<file path="src/hdl/assert_macros.svh">
// Assertion macros shared by the checker RTL.
`ifndef ASSERT_MACROS_SVH
`define ASSERT_MACROS_SVH

// Condition that must hold at every clock edge out of reset.
`define ASSERT_ALWAYS(label, expr, msg) \
    label: assert property (@(posedge i_clk) disable iff (!i_rst_n) (expr)) \
        else $error(msg);

// Condition in one cycle that implies another in the next cycle.
`define ASSERT_NEXT(label, ante, cons, msg) \
    label: assert property (@(posedge i_clk) disable iff (!i_rst_n) \
        (ante) |=> (cons)) else $error(msg);

`endif

</file>
<file path="src/hdl/bbc_pkg.sv">
// Shared types and constants of the bracket balance checker.
package bbc_pkg;

    localparam int STACK_DEPTH_DEF = 128;
    localparam int QUEUE_DEPTH     = 4;

    localparam logic [7:0] CH_NL     = 8'h0A;
    localparam logic [7:0] CH_TAB    = 8'h09;
    localparam logic [7:0] CH_SPACE  = 8'h20;
    localparam logic [7:0] CH_QUOTE  = 8'h22;
    localparam logic [7:0] CH_LPAREN = 8'h28;
    localparam logic [7:0] CH_RPAREN = 8'h29;
    localparam logic [7:0] CH_STAR   = 8'h2A;
    localparam logic [7:0] CH_SLASH  = 8'h2F;
    localparam logic [7:0] CH_LBRACK = 8'h5B;
    localparam logic [7:0] CH_RBRACK = 8'h5D;
    localparam logic [7:0] CH_LBRACE = 8'h7B;
    localparam logic [7:0] CH_RBRACE = 8'h7D;

    localparam logic signed [16:0] BAL_MAX = 17'sd65535;
    localparam logic signed [16:0] BAL_MIN = -17'sd65536;

    typedef enum logic [1:0] {
        BR_PAREN = 2'd0,
        BR_BRACE = 2'd1,
        BR_BRACK = 2'd2
    } t_bracket;

    typedef enum logic [1:0] {
        SB_NONE  = 2'd0,
        SB_ONE   = 2'd1,
        SB_MULTI = 2'd2
    } t_sbrace;

    typedef enum logic {
        KIND_LINE  = 1'b0,
        KIND_FINAL = 1'b1
    } t_kind;

    // Stack command broadcast along the cell chain.
    typedef struct packed {
        logic     push;
        logic     pop;
        t_bracket code;
    } t_stack_op;

    typedef struct packed {
        t_kind       kind;
        logic        balanced;
        logic [15:0] line_number;
    } t_result;

endpackage

</file>
<file path="src/hdl/bbc_cell.sv">
// One stack cell: shifts down on push, up on pop.
module bbc_cell (
    input  logic                i_clk,
    input  bbc_pkg::t_stack_op  i_op,
    input  bbc_pkg::t_bracket   i_push_val,  // from the cell above (or new code)
    input  bbc_pkg::t_bracket   i_pop_val,   // from the cell below
    output bbc_pkg::t_bracket   o_val
);

    bbc_pkg::t_bracket r_val;

    always_ff @(posedge i_clk) begin
        if (i_op.push) begin
            r_val <= i_push_val;
        end else if (i_op.pop) begin
            r_val <= i_pop_val;
        end
    end

    assign o_val = r_val;

endmodule

</file>
<file path="src/hdl/bbc_parser.sv">
// Lexer state, line bookkeeping and stack control of the checker.
`include "assert_macros.svh"

module bbc_parser #(
    parameter int STACK_DEPTH = bbc_pkg::STACK_DEPTH_DEF
) (
    input  logic               i_clk,
    input  logic               i_rst_n,
    input  logic               i_accept,
    input  logic [7:0]         i_char,
    input  logic               i_eoi,
    input  bbc_pkg::t_bracket  i_top,
    output bbc_pkg::t_stack_op o_op,
    output logic               o_res0_valid,
    output bbc_pkg::t_result   o_res0,
    output logic               o_res1_valid,
    output bbc_pkg::t_result   o_res1
);

    localparam int CW = $clog2(STACK_DEPTH + 1);
    localparam logic [CW-1:0] FULL = CW'(STACK_DEPTH);

    logic [CW-1:0]     r_count, n_count, b_count;
    logic              r_in_comment, n_in_comment;
    logic              r_in_string, n_in_string;
    logic              r_slash, n_slash;
    logic              r_star, n_star;
    logic              r_failed, n_failed, b_failed;
    logic              r_began, n_began, b_began;
    bbc_pkg::t_sbrace  r_sbs, n_sbs, b_sbs;
    logic              r_sbo, n_sbo, b_sbo;
    logic signed [16:0] r_brace, n_brace;
    logic              r_all_ok, n_all_ok;
    logic [15:0]       r_line, n_line;
    logic              r_has, n_has;

    logic              do_end, do_take, do_final;
    logic              line_emit, line_ok;
    logic [15:0]       line_num;
    logic              is_open, is_close;
    bbc_pkg::t_bracket code;

    // Bracket decode.
    always_comb begin
        is_open  = 1'b0;
        is_close = 1'b0;
        code     = bbc_pkg::BR_PAREN;
        unique case (i_char)
            bbc_pkg::CH_LPAREN: begin is_open  = 1'b1; code = bbc_pkg::BR_PAREN; end
            bbc_pkg::CH_LBRACE: begin is_open  = 1'b1; code = bbc_pkg::BR_BRACE; end
            bbc_pkg::CH_LBRACK: begin is_open  = 1'b1; code = bbc_pkg::BR_BRACK; end
            bbc_pkg::CH_RPAREN: begin is_close = 1'b1; code = bbc_pkg::BR_PAREN; end
            bbc_pkg::CH_RBRACE: begin is_close = 1'b1; code = bbc_pkg::BR_BRACE; end
            bbc_pkg::CH_RBRACK: begin is_close = 1'b1; code = bbc_pkg::BR_BRACK; end
            default: ;
        endcase
    end

    assign do_end   = i_accept && (i_eoi ? r_has : (i_char == bbc_pkg::CH_NL));
    assign do_take  = i_accept && !i_eoi && (i_char != bbc_pkg::CH_NL);
    assign do_final = i_accept && i_eoi;

    // Values as seen once the line has started.
    always_comb begin
        b_began  = r_has ? r_began : r_in_comment;
        b_sbs    = r_has ? r_sbs : bbc_pkg::SB_NONE;
        b_sbo    = r_has ? r_sbo : 1'b0;
        b_count  = (!r_has && !r_in_comment) ? '0 : r_count;
        b_failed = (!r_has && !r_in_comment) ? 1'b0 : r_failed;
    end

    always_comb begin
        n_count      = r_count;
        n_in_comment = r_in_comment;
        n_in_string  = r_in_string;
        n_slash      = r_slash;
        n_star       = r_star;
        n_failed     = r_failed;
        n_began      = r_began;
        n_sbs        = r_sbs;
        n_sbo        = r_sbo;
        n_brace      = r_brace;
        n_all_ok     = r_all_ok;
        n_line       = r_line;
        n_has        = r_has;
        line_emit    = 1'b0;
        line_ok      = 1'b0;
        line_num     = r_line;
        o_op         = '0;
        o_op.code    = code;

        if (do_end) begin
            n_began  = b_began;
            n_sbs    = b_sbs;
            n_sbo    = b_sbo;
            n_count  = b_count;
            n_failed = b_failed;
            n_slash  = 1'b0;
            n_star   = 1'b0;
            if (!r_in_comment) begin
                n_in_string = 1'b0;
                if (b_sbs == bbc_pkg::SB_ONE && !b_began) begin
                    if (b_sbo) begin
                        if (r_brace != bbc_pkg::BAL_MAX) n_brace = r_brace + 17'sd1;
                    end else begin
                        if (r_brace != bbc_pkg::BAL_MIN) n_brace = r_brace - 17'sd1;
                    end
                end else begin
                    line_emit = 1'b1;
                    line_ok   = !b_failed && (b_count == '0);
                    if (!line_ok) n_all_ok = 1'b0;
                end
            end
            if (r_line != 16'hFFFF) n_line = r_line + 16'd1;
            n_has = 1'b0;
        end

        if (do_take) begin
            n_has    = 1'b1;
            n_began  = b_began;
            n_count  = b_count;
            n_failed = b_failed;
            n_sbo    = b_sbo;
            n_sbs    = b_sbs;
            // single-brace test sees every byte of the line
            if (i_char == bbc_pkg::CH_LBRACE || i_char == bbc_pkg::CH_RBRACE) begin
                if (b_sbs == bbc_pkg::SB_NONE) begin
                    n_sbs = bbc_pkg::SB_ONE;
                    n_sbo = (i_char == bbc_pkg::CH_LBRACE);
                end else begin
                    n_sbs = bbc_pkg::SB_MULTI;
                end
            end else if (i_char != bbc_pkg::CH_SPACE && i_char != bbc_pkg::CH_TAB) begin
                n_sbs = bbc_pkg::SB_MULTI;
            end

            if (!b_failed) begin
                if (r_in_comment) begin
                    if (r_star && i_char == bbc_pkg::CH_SLASH) begin
                        n_in_comment = 1'b0;
                        n_star       = 1'b0;
                    end else begin
                        n_star = (i_char == bbc_pkg::CH_STAR);
                    end
                end else if (r_in_string) begin
                    if (i_char == bbc_pkg::CH_QUOTE) n_in_string = 1'b0;
                end else if (r_slash && i_char == bbc_pkg::CH_STAR) begin
                    n_in_comment = 1'b1;
                    n_star       = 1'b0;
                    n_slash      = 1'b0;
                end else begin
                    n_slash = (i_char == bbc_pkg::CH_SLASH);
                    if (i_char == bbc_pkg::CH_QUOTE) begin
                        n_in_string = 1'b1;
                    end else if (is_open) begin
                        if (b_count < FULL) begin
                            o_op.push = 1'b1;
                            n_count   = b_count + CW'(1);
                        end else begin
                            n_failed = 1'b1;
                        end
                    end else if (is_close) begin
                        if (b_count == '0 || i_top != code) begin
                            n_failed = 1'b1;
                        end else begin
                            o_op.pop = 1'b1;
                            n_count  = b_count - CW'(1);
                        end
                    end
                end
            end
        end
    end

    // Line verdict goes first; the final verdict follows it.
    always_comb begin
        o_res0_valid = line_emit || do_final;
        o_res1_valid = line_emit && do_final;
        o_res1.kind        = bbc_pkg::KIND_FINAL;
        o_res1.balanced    = n_all_ok && (n_brace == 17'sd0);
        o_res1.line_number = n_line;
        if (line_emit) begin
            o_res0.kind        = bbc_pkg::KIND_LINE;
            o_res0.balanced    = line_ok;
            o_res0.line_number = line_num;
        end else begin
            o_res0 = o_res1;
        end
    end

    always_ff @(posedge i_clk) begin
        if (!i_rst_n) begin
            r_count      <= '0;
            r_in_comment <= 1'b0;
            r_in_string  <= 1'b0;
            r_slash      <= 1'b0;
            r_star       <= 1'b0;
            r_failed     <= 1'b0;
            r_began      <= 1'b0;
            r_sbs        <= bbc_pkg::SB_NONE;
            r_sbo        <= 1'b0;
            r_brace      <= '0;
            r_all_ok     <= 1'b1;
            r_line       <= 16'd1;
            r_has        <= 1'b0;
        end else begin
            r_count      <= n_count;
            r_in_comment <= n_in_comment;
            r_in_string  <= n_in_string;
            r_slash      <= n_slash;
            r_star       <= n_star;
            r_failed     <= n_failed;
            r_began      <= n_began;
            r_sbs        <= n_sbs;
            r_sbo        <= n_sbo;
            r_brace      <= n_brace;
            r_all_ok     <= n_all_ok;
            r_line       <= n_line;
            r_has        <= n_has;
        end
    end

    `ASSERT_ALWAYS(a_count_bound, r_count <= FULL, "stack count beyond depth")
    `ASSERT_ALWAYS(a_no_push_full, !o_op.push || (b_count < FULL), "push on full stack")
    `ASSERT_ALWAYS(a_no_pop_empty, !o_op.pop || (b_count != '0), "pop on empty stack")
    `ASSERT_NEXT(a_push_grows, o_op.push, r_count == $past(b_count) + CW'(1), "count did not follow push")

endmodule

</file>
<file path="src/hdl/bbc_out_queue.sv">
// Small result queue: up to two writes and one read per cycle.
`include "assert_macros.svh"

module bbc_out_queue (
    input  logic             i_clk,
    input  logic             i_rst_n,
    input  logic             i_wr0,
    input  bbc_pkg::t_result i_wr0_data,
    input  logic             i_wr1,
    input  bbc_pkg::t_result i_wr1_data,
    output logic             o_room2,    // space for two more entries
    output logic             o_valid,
    output bbc_pkg::t_result o_data,
    input  logic             i_ready
);

    localparam int QD  = bbc_pkg::QUEUE_DEPTH;
    localparam int PW  = $clog2(QD);
    localparam int CNW = $clog2(QD + 1);

    bbc_pkg::t_result r_mem [QD];
    logic [PW-1:0]    r_wp, r_rp;
    logic [CNW-1:0]   r_cnt, n_cnt;
    logic             rd;

    assign o_valid = (r_cnt != '0);
    assign o_data  = r_mem[r_rp];
    assign rd      = o_valid && i_ready;
    assign o_room2 = (r_cnt <= CNW'(QD - 2));

    always_comb begin
        n_cnt = r_cnt + CNW'(i_wr0) + CNW'(i_wr1) - CNW'(rd);
    end

    always_ff @(posedge i_clk) begin
        if (i_wr0) r_mem[r_wp] <= i_wr0_data;
        if (i_wr1) r_mem[r_wp + PW'(1)] <= i_wr1_data;
    end

    always_ff @(posedge i_clk) begin
        if (!i_rst_n) begin
            r_wp  <= '0;
            r_rp  <= '0;
            r_cnt <= '0;
        end else begin
            r_wp  <= r_wp + PW'(i_wr0) + PW'(i_wr1);
            r_rp  <= r_rp + PW'(rd);
            r_cnt <= n_cnt;
        end
    end

    `ASSERT_ALWAYS(a_q_bound, r_cnt <= CNW'(QD), "result queue overflow")
    `ASSERT_ALWAYS(a_q_order, !i_wr1 || i_wr0, "second slot written without first")

endmodule

</file>
<file path="src/hdl/bracket_balance_checker_unit.sv">
// Top level of the bracket balance checker: parser, stack cell chain, result queue.
// Throughput: one byte per cycle while not stalled; stack cells push or pop together.
// A result enters the queue the cycle after its input; m_axis drains one per cycle when ready.
// End of input after a partial line can yield a line and a final result; input stalls
// only while the four-entry result queue lacks room for two results.
// Reset: i_rst_n synchronous active low clears control state; stack cells are not cleared.
module bracket_balance_checker_unit #(
    parameter int STACK_DEPTH = bbc_pkg::STACK_DEPTH_DEF
) (
    input  logic        i_clk,
    input  logic        i_rst_n,
    input  logic        s_axis_tvalid,
    output logic        s_axis_tready,
    input  logic [7:0]  s_axis_tdata,   // [7:0] char_in
    input  logic        s_axis_tuser,   // [0] end_of_input
    output logic        m_axis_tvalid,
    input  logic        m_axis_tready,
    output logic [23:0] m_axis_tdata,   // [0] balanced, [16:1] line_number, [23:17] zero
    output logic        m_axis_tuser    // [0] kind (0 line, 1 whole input)
);

    logic               accept;
    bbc_pkg::t_stack_op op;
    bbc_pkg::t_bracket  cell_val [STACK_DEPTH];
    logic               res0_valid, res1_valid;
    bbc_pkg::t_result   res0, res1, q_data;
    logic               room2;

    assign s_axis_tready = room2;
    assign accept        = s_axis_tvalid && s_axis_tready;

    bbc_parser #(
        .STACK_DEPTH (STACK_DEPTH)
    ) u_parser (
        .i_clk        (i_clk),
        .i_rst_n      (i_rst_n),
        .i_accept     (accept),
        .i_char       (s_axis_tdata),
        .i_eoi        (s_axis_tuser),
        .i_top        (cell_val[0]),
        .o_op         (op),
        .o_res0_valid (res0_valid),
        .o_res0       (res0),
        .o_res1_valid (res1_valid),
        .o_res1       (res1)
    );

    // Stack as a row of cells: cell 0 is the top; push shifts down, pop shifts up.
    for (genvar g = 0; g < STACK_DEPTH; g++) begin : g_cell
        bbc_pkg::t_bracket push_in, pop_in;
        if (g == 0) begin : g_top
            assign push_in = op.code;
        end else begin : g_mid
            assign push_in = cell_val[g-1];
        end
        if (g == STACK_DEPTH - 1) begin : g_bot
            assign pop_in = bbc_pkg::BR_PAREN;  // entry below the bottom is never read
        end else begin : g_up
            assign pop_in = cell_val[g+1];
        end
        bbc_cell u_cell (
            .i_clk      (i_clk),
            .i_op       (op),
            .i_push_val (push_in),
            .i_pop_val  (pop_in),
            .o_val      (cell_val[g])
        );
    end

    bbc_out_queue u_queue (
        .i_clk      (i_clk),
        .i_rst_n    (i_rst_n),
        .i_wr0      (res0_valid),
        .i_wr0_data (res0),
        .i_wr1      (res1_valid),
        .i_wr1_data (res1),
        .o_room2    (room2),
        .o_valid    (m_axis_tvalid),
        .o_data     (q_data),
        .i_ready    (m_axis_tready)
    );

    assign m_axis_tdata = {7'd0, q_data.line_number, q_data.balanced};
    assign m_axis_tuser = q_data.kind;

endmodule
</file>
<file path="config.mk">
export PLATFORM = sky130hd
export DESIGN_NAME = bracket_balance_checker_unit
export DESIGN_NICKNAME = d
export VERILOG_FILES = /design/src/hdl/bbc_pkg.sv /design/src/hdl/bbc_cell.sv /design/src/hdl/bbc_parser.sv /design/src/hdl/bbc_out_queue.sv /design/src/hdl/bracket_balance_checker_unit.sv
export VERILOG_INCLUDE_DIRS = /design/src /design/src/hdl
export SDC_FILE = /design/constraint.sdc
export NUM_CORES = 1
export LEC_CHECK = 0
export BUFFER_PORTS_ARGS = -buffer_cell sky130_fd_sc_hd__clkbuf_2
export CORE_UTILIZATION = 30
export CTS_BUF_LIST = sky130_fd_sc_hd__clkbuf_8
export DETAILED_ROUTE_END_ITERATION = 7
export PLACE_DENSITY = 0.48
export SETUP_SLACK_MARGIN = 0.5
export SLEW_MARGIN = 0
export SYNTH_ARGS = -nofsm -noshare
export SYNTH_HDL_FRONTEND = slang
export SYNTH_SLANG_ARGS = --single-unit
</file>
<file path="constraint.sdc">
create_clock -name i_clk -period 40.1 [get_ports i_clk]
set_input_delay 8.02 -clock i_clk [delete_from_list [all_inputs] [get_ports i_clk]]
set_output_delay 8.02 -clock i_clk [all_outputs]
set_load 0.01 [all_outputs]
</file>
### After elaboration in Yosys (flattened, before gate mapping)

Memories as Yosys holds them, arrays and structs flattened. A register that Yosys moved wholly into a read port is not among the register bits.
Cells that the tools add are included.

* word-level logic and storage cells: 572
* bits in registers: 315
* memories kept: 1
* output and inout port bits: 27
* input bits: 13
* RAM bits: 72

Memories
* u_queue.r_mem: depth 4, bits a word 18, read ports 1, clocked after memory_dff 1, write ports 2, RTL line bbc_out_queue.sv:21 `bbc_pkg::t_result r_mem [QD];`

* bitwise gates (word level): 1
* equal/unequal tests: 18
* reductions and logical operators: 33
* mux-type cells: 361
* add/subtract/negate cells: 12
* $lt $le $gt $ge: 2

Operators with widths (count)
* $mux 2: 269
* $mux 17: 6
* $mux 8: 12
* $mux 1: 70
* $eq 8x6->1 const B: 5
* $ne 17x17->1 const B: 2
* $eq 8x7->1 const B: 4
* $mux 16: 2
* $mux 18: 1
* $add 17x2->17 const B: 1
* $logic_not 17->1: 1
* $sub 17x2->17 const B: 1
* $add 16x1->16 const B: 1
* $ne 16x16->1 const B: 1
* $ne 8x4->1 const B: 2
* $logic_and 1x1->1: 14
* $add 8x1->8 const B: 1
* $eq 8x4->1 const B: 1
* $logic_not 8->1: 1
* $lt 8x8->1 const B: 1
* $ne 8x6->1 const B: 1
* $sub 8x1->8 const B: 1
* $add 2x1->2: 3
* $add 3x1->3: 2
* other kinds (15): 24

### Depth between registers and ports, before layout

* depth after elaboration: 16
* gate-level depth with buffers: 14
* mapped depth without buffers: 12

### Hierarchy

From an unflattened synthesis, not the netlist that was laid out.

* cell total of the unflattened synthesis: 1402
* area total of the unflattened synthesis: 19402.4 um2

By module, submodules not included
* bbc_cell: area each 88.8 um2, times used 128, cells each 5, seq. area each 60.1 um2
* bbc_out_queue: area each 3990.1 um2, times used 1, cells each 216, seq. area each 2302.2 um2
* bbc_parser: area each 3978.8 um2, times used 1, cells each 537, seq. area each 1041.0 um2
* bracket_balance_checker_unit: area each 62.6 um2, times used 1, cells each 9, seq. area each 0.0 um2

### Worst setup path after synthesis

OpenSTA, ideal clock, no wires.

* kind: in2reg
* start point: input s_axis_tdata[0]
* end point: register g_cell[0].u_cell.r_val[0], enable pin
* setup slack: 18.751 ns
* stages on the path: 9
* data arrival time: 20.468 ns
* required time: 39.219 ns
* buffers on the path: 1
* library setup time: 0.881 ns
* cell sequence: buf_2 > nand2_1 > nor3_1 > o21a_1 > mux2i_1 > o211ai_1 > nor3_1 > nor2_1 > nor2_1

* cells in the longest elaborated chain, start to end: 15
* elaborated cells on any way between the ends: 31
* classes of those cells: 10 x eq/ne; 13 x mux; 8 x reduce/logical

Ends and longest elaborated chain
* start, declared: RTL line bracket_balance_checker_unit.sv:14 `input logic [7:0] s_axis_tdata,`
* $eq 8x7->1: RTL line bbc_parser.sv:48 `unique case (i_char)`
* $reduce_or 2->1 (no line)
* $pmux 2 s2: RTL line bbc_parser.sv:48
* $ne 2x2->1: RTL line bbc_parser.sv:163 `if (b_count == '0 || i_top != code) begin`
* $logic_or 1x1->1: RTL line bbc_parser.sv:163
* $mux 1: RTL line bbc_parser.sv:163
* $mux 1: RTL line bbc_parser.sv:162 `end else if (is_close) begin`
* $mux 1: RTL line bbc_parser.sv:155 `end else if (is_open) begin`
* $mux 2: RTL line bbc_parser.sv:153 `if (i_char == bbc_pkg::CH_QUOTE) begin`
* $mux 2: RTL line bbc_parser.sv:147 `end else if (r_slash && i_char == bbc_pkg::CH_STAR) begin`
* $mux 2: RTL line bbc_parser.sv:145 `end else if (r_in_string) begin`
* $mux 2: RTL line bbc_parser.sv:138 `if (r_in_comment) begin`
* $mux 2: RTL line bbc_parser.sv:137 `if (!b_failed) begin`
* $mux 2 (*): RTL line bbc_parser.sv:118 `if (do_take) begin`
* $reduce_bool 2->1 (no line) (*)
* end signal, assigned: RTL line bbc_cell.sv:14 `r_val <= i_push_val;`
* end signal, assigned: RTL line bbc_cell.sv:16 `r_val <= i_pop_val;`
* end, declared: RTL line bbc_cell.sv:10 `bbc_pkg::t_bracket r_val;`

Every way passes the cells marked *; elsewhere a longest branch is shown, timed or not.
A chain may end at the register's enable or synchronous reset.

### Worst setup path in the final report

* start point: input s_axis_tdata[0]
* end point: register g_cell[84].u_cell.r_val[1], enable pin

* cells in the longest elaborated chain, start to end: 15
* elaborated cells on any way between the ends: 31
* classes of those cells: 10 x eq/ne; 13 x mux; 8 x reduce/logical

Ends and longest elaborated chain (RTL line)
* $eq 8x7->1: bbc_parser.sv:48
* $reduce_or 2->1 (no line)
* $pmux 2 s2: bbc_parser.sv:48
* $ne 2x2->1: bbc_parser.sv:163
* $logic_or 1x1->1: bbc_parser.sv:163
* $mux 1: bbc_parser.sv:163
* $mux 1: bbc_parser.sv:162
* $mux 1: bbc_parser.sv:155
* $mux 2: bbc_parser.sv:153
* $mux 2: bbc_parser.sv:147
* $mux 2: bbc_parser.sv:145
* $mux 2: bbc_parser.sv:138
* $mux 2: bbc_parser.sv:137
* $mux 2 (*): bbc_parser.sv:118
* $reduce_bool 2->1 (no line) (*)
* end signal, assigned: bbc_cell.sv:14
* end signal, assigned: bbc_cell.sv:16
* end, declared: bbc_cell.sv:10

Marks and branches as above.

==> impl_metrics.csv <==
group,metric,value,unit
global_routing,grt.busiest_layer,"met2",
die,core,60810,um^2
timing,finalClockSkew,23.37,ps
global_routing,grt_max_degree,208,
setup_path,cp_max_fo,207,
synthesis,postSynthCellCount,1432,
timing,max_freq,84.24,MHz
synthesis,synth_flop_cell,"edfxtp_1",
clock_network,htreeDepth,3,
setup_path,r2r_cells,10,
place,dp_slack,27590,ps
synthesis,postSynthAreaPerCell,12.99,um^2
routing,ant_nets,0,
routing,wl,37810,um
die,dieWidth,251.0,um
synthesis,synthTopCellsByArea,"edfxtp_1 52%, mux2_2 14%, dfxtp_1 6.8%",
setup_path,critical-path-top-delay-family,"simple AND/OR/NAND/NOR gates",
global_routing,grtUsageMet1,15.96,%
synthesis,synth_seq_cells,387,
power_and_ir_drop,p_per_area,44.41,nW/um^2
setup_path,worst-path-buf-inv,3,
synthesis,synth_area,18600,um^2
timing,holdWs,450.6,ps
clock_network,cts_hold_buf,0,
min_path,worstHoldStart,"u_parser.r_all_ok",
run_status,status,"completed",
timing,fin_crit,11870,ps
synthesis,yosysTopAreaCell,"edfxtp_1",
routing,route.detailed.drc,0,
place,dp_hpwl,23170,um
place,place.gp.congestion,0.8078,
routing,wl_per_cell,16.45,um
setup_path,end_kind,"flip-flop",
setup_path,crit_arrival,12090,ps
clock_network,cts-root-buf,"clkbuf_8",
setup_path,worstSetupPathType,"input port to flip-flop",
routing,first_pass_iters,5,
die,die_h,251.0,um
synthesis,synth.top_cell.area_share,52.30,%
clock_network,clkTransAtPathRegs,60,ps
global_routing,grt_pass1_wl,61780,um
finish,fillerInstances,6032,
timing,period_share,29.60,%
global_routing,grt_antenna_before_repair,0,
clock_network,cts_resized,0,
finish,nNetsFinal,1484,
timing,hold_viol,0,
clock_network,clockBufferDepth,3,
setup_path,crit_path_start,"s_axis_tdata[0]",
timing,setup_tns,0,ps
setup_path,start_kind,"input port",
global_routing,use_met3,2.702,%
synthesis,ys_seq_area_share,59.08,%
die,fp.dieArea,63010,um^2
clock_network,cts_buffers,71,
synthesis,yosysWarnings,0,
clock_network,worstSkewPairLatency,630,ps
min_path,hold_path_class,"flip-flop to flip-flop",
setup_path,crit_chain,"clkbuf_2 > nand2_1 > nor3_1 > o21ai_0 > o21ai_0 > o211ai_1 > nor3_1 > nor2_1 > nor2_4 > buf_4 > buf_12",
timing,maxSlewViolCount,0,
timing,maxSlewHeadroom,20.03,%
clock_network,cts_tree,"built",
synthesis,synth.most_common_cell,"edfxtp_1",
synthesis,synth_cell_types,74,
setup_path,cp_slowest_stage_delay,830,ps
setup_path,required,40320,ps
global_routing,grtUsageMet2,19.20,%
clock_network,numClockSinks,387,
finish,antenna_cells,0,
routing,via_per_inst,4.932,
routing,vias,11333,
die,ios,40,
routing,drt-initial-drc-count,642,
synthesis,async_flop_share,0,%
setup_path,crit_slowest_cell,"nor3_1",
clock_network,postCtsSetupBuffers,0,
place,port_buffers,32,
job,max_cap_viol_count,0,
min_path,whs_path_depth,2,
power_and_ir_drop,ir_drop,0.03316,mV
global_routing,grt_pass1_vias,11546,
synthesis,synth_edf_count,324,
timing,rsz0062_at_grt,"no",
power_and_ir_drop,p_leak,0.006205,uW
timing,setup_viol,0,
timing,worst_slack,28230,ps
finish,layout-drive-gt1-share,27.84,%
global_routing,grt_overflow,0,
min_path,worstHoldEndpoint,"u_parser.r_all_ok",
setup_path,rr_endpoint,"g_cell[84].u_cell.o_val[1]",
synthesis,synth_top_cells_by_count,"324 x edfxtp_1, 232 x mux2_2, 111 x nor2_1",
setup_path,reg2reg_from,"u_parser.r_in_comment",
die,row_count,90,
setup_path,r2r_setup_slack,35380,ps
finish,area_growth,12.20,%
timing,tightest_slew,1200,ps
die,start_util,30.59,%
global_routing,track_usage,12.12,%
-- cell usage in the layout (no fill, tap or decap), drive strengths merged, types with 6 or more instances in the layout --
cell / synthesis / final
or2: 10 / 10
a211oi: 7 / 7
edfxtp: 324 / 324
inv: 24 / 42
xor2: 18 / 18
nor3: 26 / 26
o21ai: 95 / 95
dfxtp: 63 / 63
nand2b: 12 / 12
nor2b: 10 / 10
clkinv: 0 / 26
a22o: 9 / 9
a21oi: 40 / 40
nand4: 9 / 9
a311oi: 6 / 6
clkbuf: 61 / 111
or4: 10 / 10
ha: 9 / 9
buf: 36 / 13
a31oi: 15 / 15
o22ai: 10 / 10
and2: 17 / 17
nor2: 111 / 111
or3: 8 / 8
xnor2: 13 / 13
conb: 1 / 7
nand3: 32 / 32
mux2: 253 / 253
mux4: 18 / 18
and3: 16 / 16
o31ai: 15 / 15
nand2: 76 / 76
nor4: 24 / 24
-- how the worst max path moves through the flow --
stage                                        to  cells past startpoint
global placement     g_cell[83].u_cell.o_val[1]                     11
CTS                 g_cell[121].u_cell.o_val[1]                     11
floorplan             g_cell[0].u_cell.o_val[0]                      9
detailed placement   g_cell[36].u_cell.o_val[1]                     11
global route         g_cell[87].u_cell.o_val[1]                     11
finish               g_cell[84].u_cell.o_val[1]                     11
-- logic make-up after synthesis --
group / after synthesis / synth area share [%]
buffers and inverters: 121 / 2.872
and+or+nand+nor: 377 / 10.49
other: 1 / 0.02016
AOI/OAI and AO/OA: 228 / 7.446
xor gates and xnor gates: 31 / 1.460
adders and majority gates: 12 / 0.9282
muxes: 275 / 17.71
DFF: 387 / 59.08
-- where the power goes --
| group | switching (uW) | internal [uW] |
|---|---|---|
| clock | 173 | 203 |
| combinational | 55.8 | 37.8 |
| sequential | 13.5 | 445 |
| total | 242 | 685 |
-- layout make-up --
cell class              instances  area (um^2)  area share [%]
multi-input cells             930         7127           34.14
clock inverters                51        327.8           1.571
well taps                     782        978.4           4.688
flip-flops and latches        387        10990           52.66
clock buffers                  79         1087           5.209
inverters                      24        90.09          0.4316
repair buffers                 45        270.3           1.295
-- per-stage QoR --
step,std cells,util (%),total power (uW),area (um^2)
6_report,2298,34.33,926.9,20870
4_1_cts,2298,34.33,946.3,20870
3_5_place_dp,2168,32.00,561.5,19460
2_1_floorplan,1438,-,526.4,18630
3_3_place_gp,2168,32.00,561.2,19460
5_1_grt,2298,34.33,970.9,20870
-- layer usage --
layer  vias to the layer above  part of all wire (%)
met1                      5570                    47
met4                         0                   2.9
met3                        65                   3.8
li1                       5513                     -
met5                         -                     0
met2                       185                    46
-- tightest hold or removal path: stages, from the launching register on --
cell and delay (ps):
dfxtp_1 310, nand2_1 60, nand2_1 60
-- sequential cells by signal, indices dropped and copies added, names as in the netlist, 2 cells and up --
name and cells:
u_queue.r_wp 2, u_parser.r_sbs 2, g_cell.u_cell.o_val 256, u_queue.r_cnt 3
u_queue.r_mem 72, u_queue.r_rp 2, u_parser.r_count 8, u_parser.r_brace 17
u_parser.line_num 16
(Power assumes the default switching activity.)
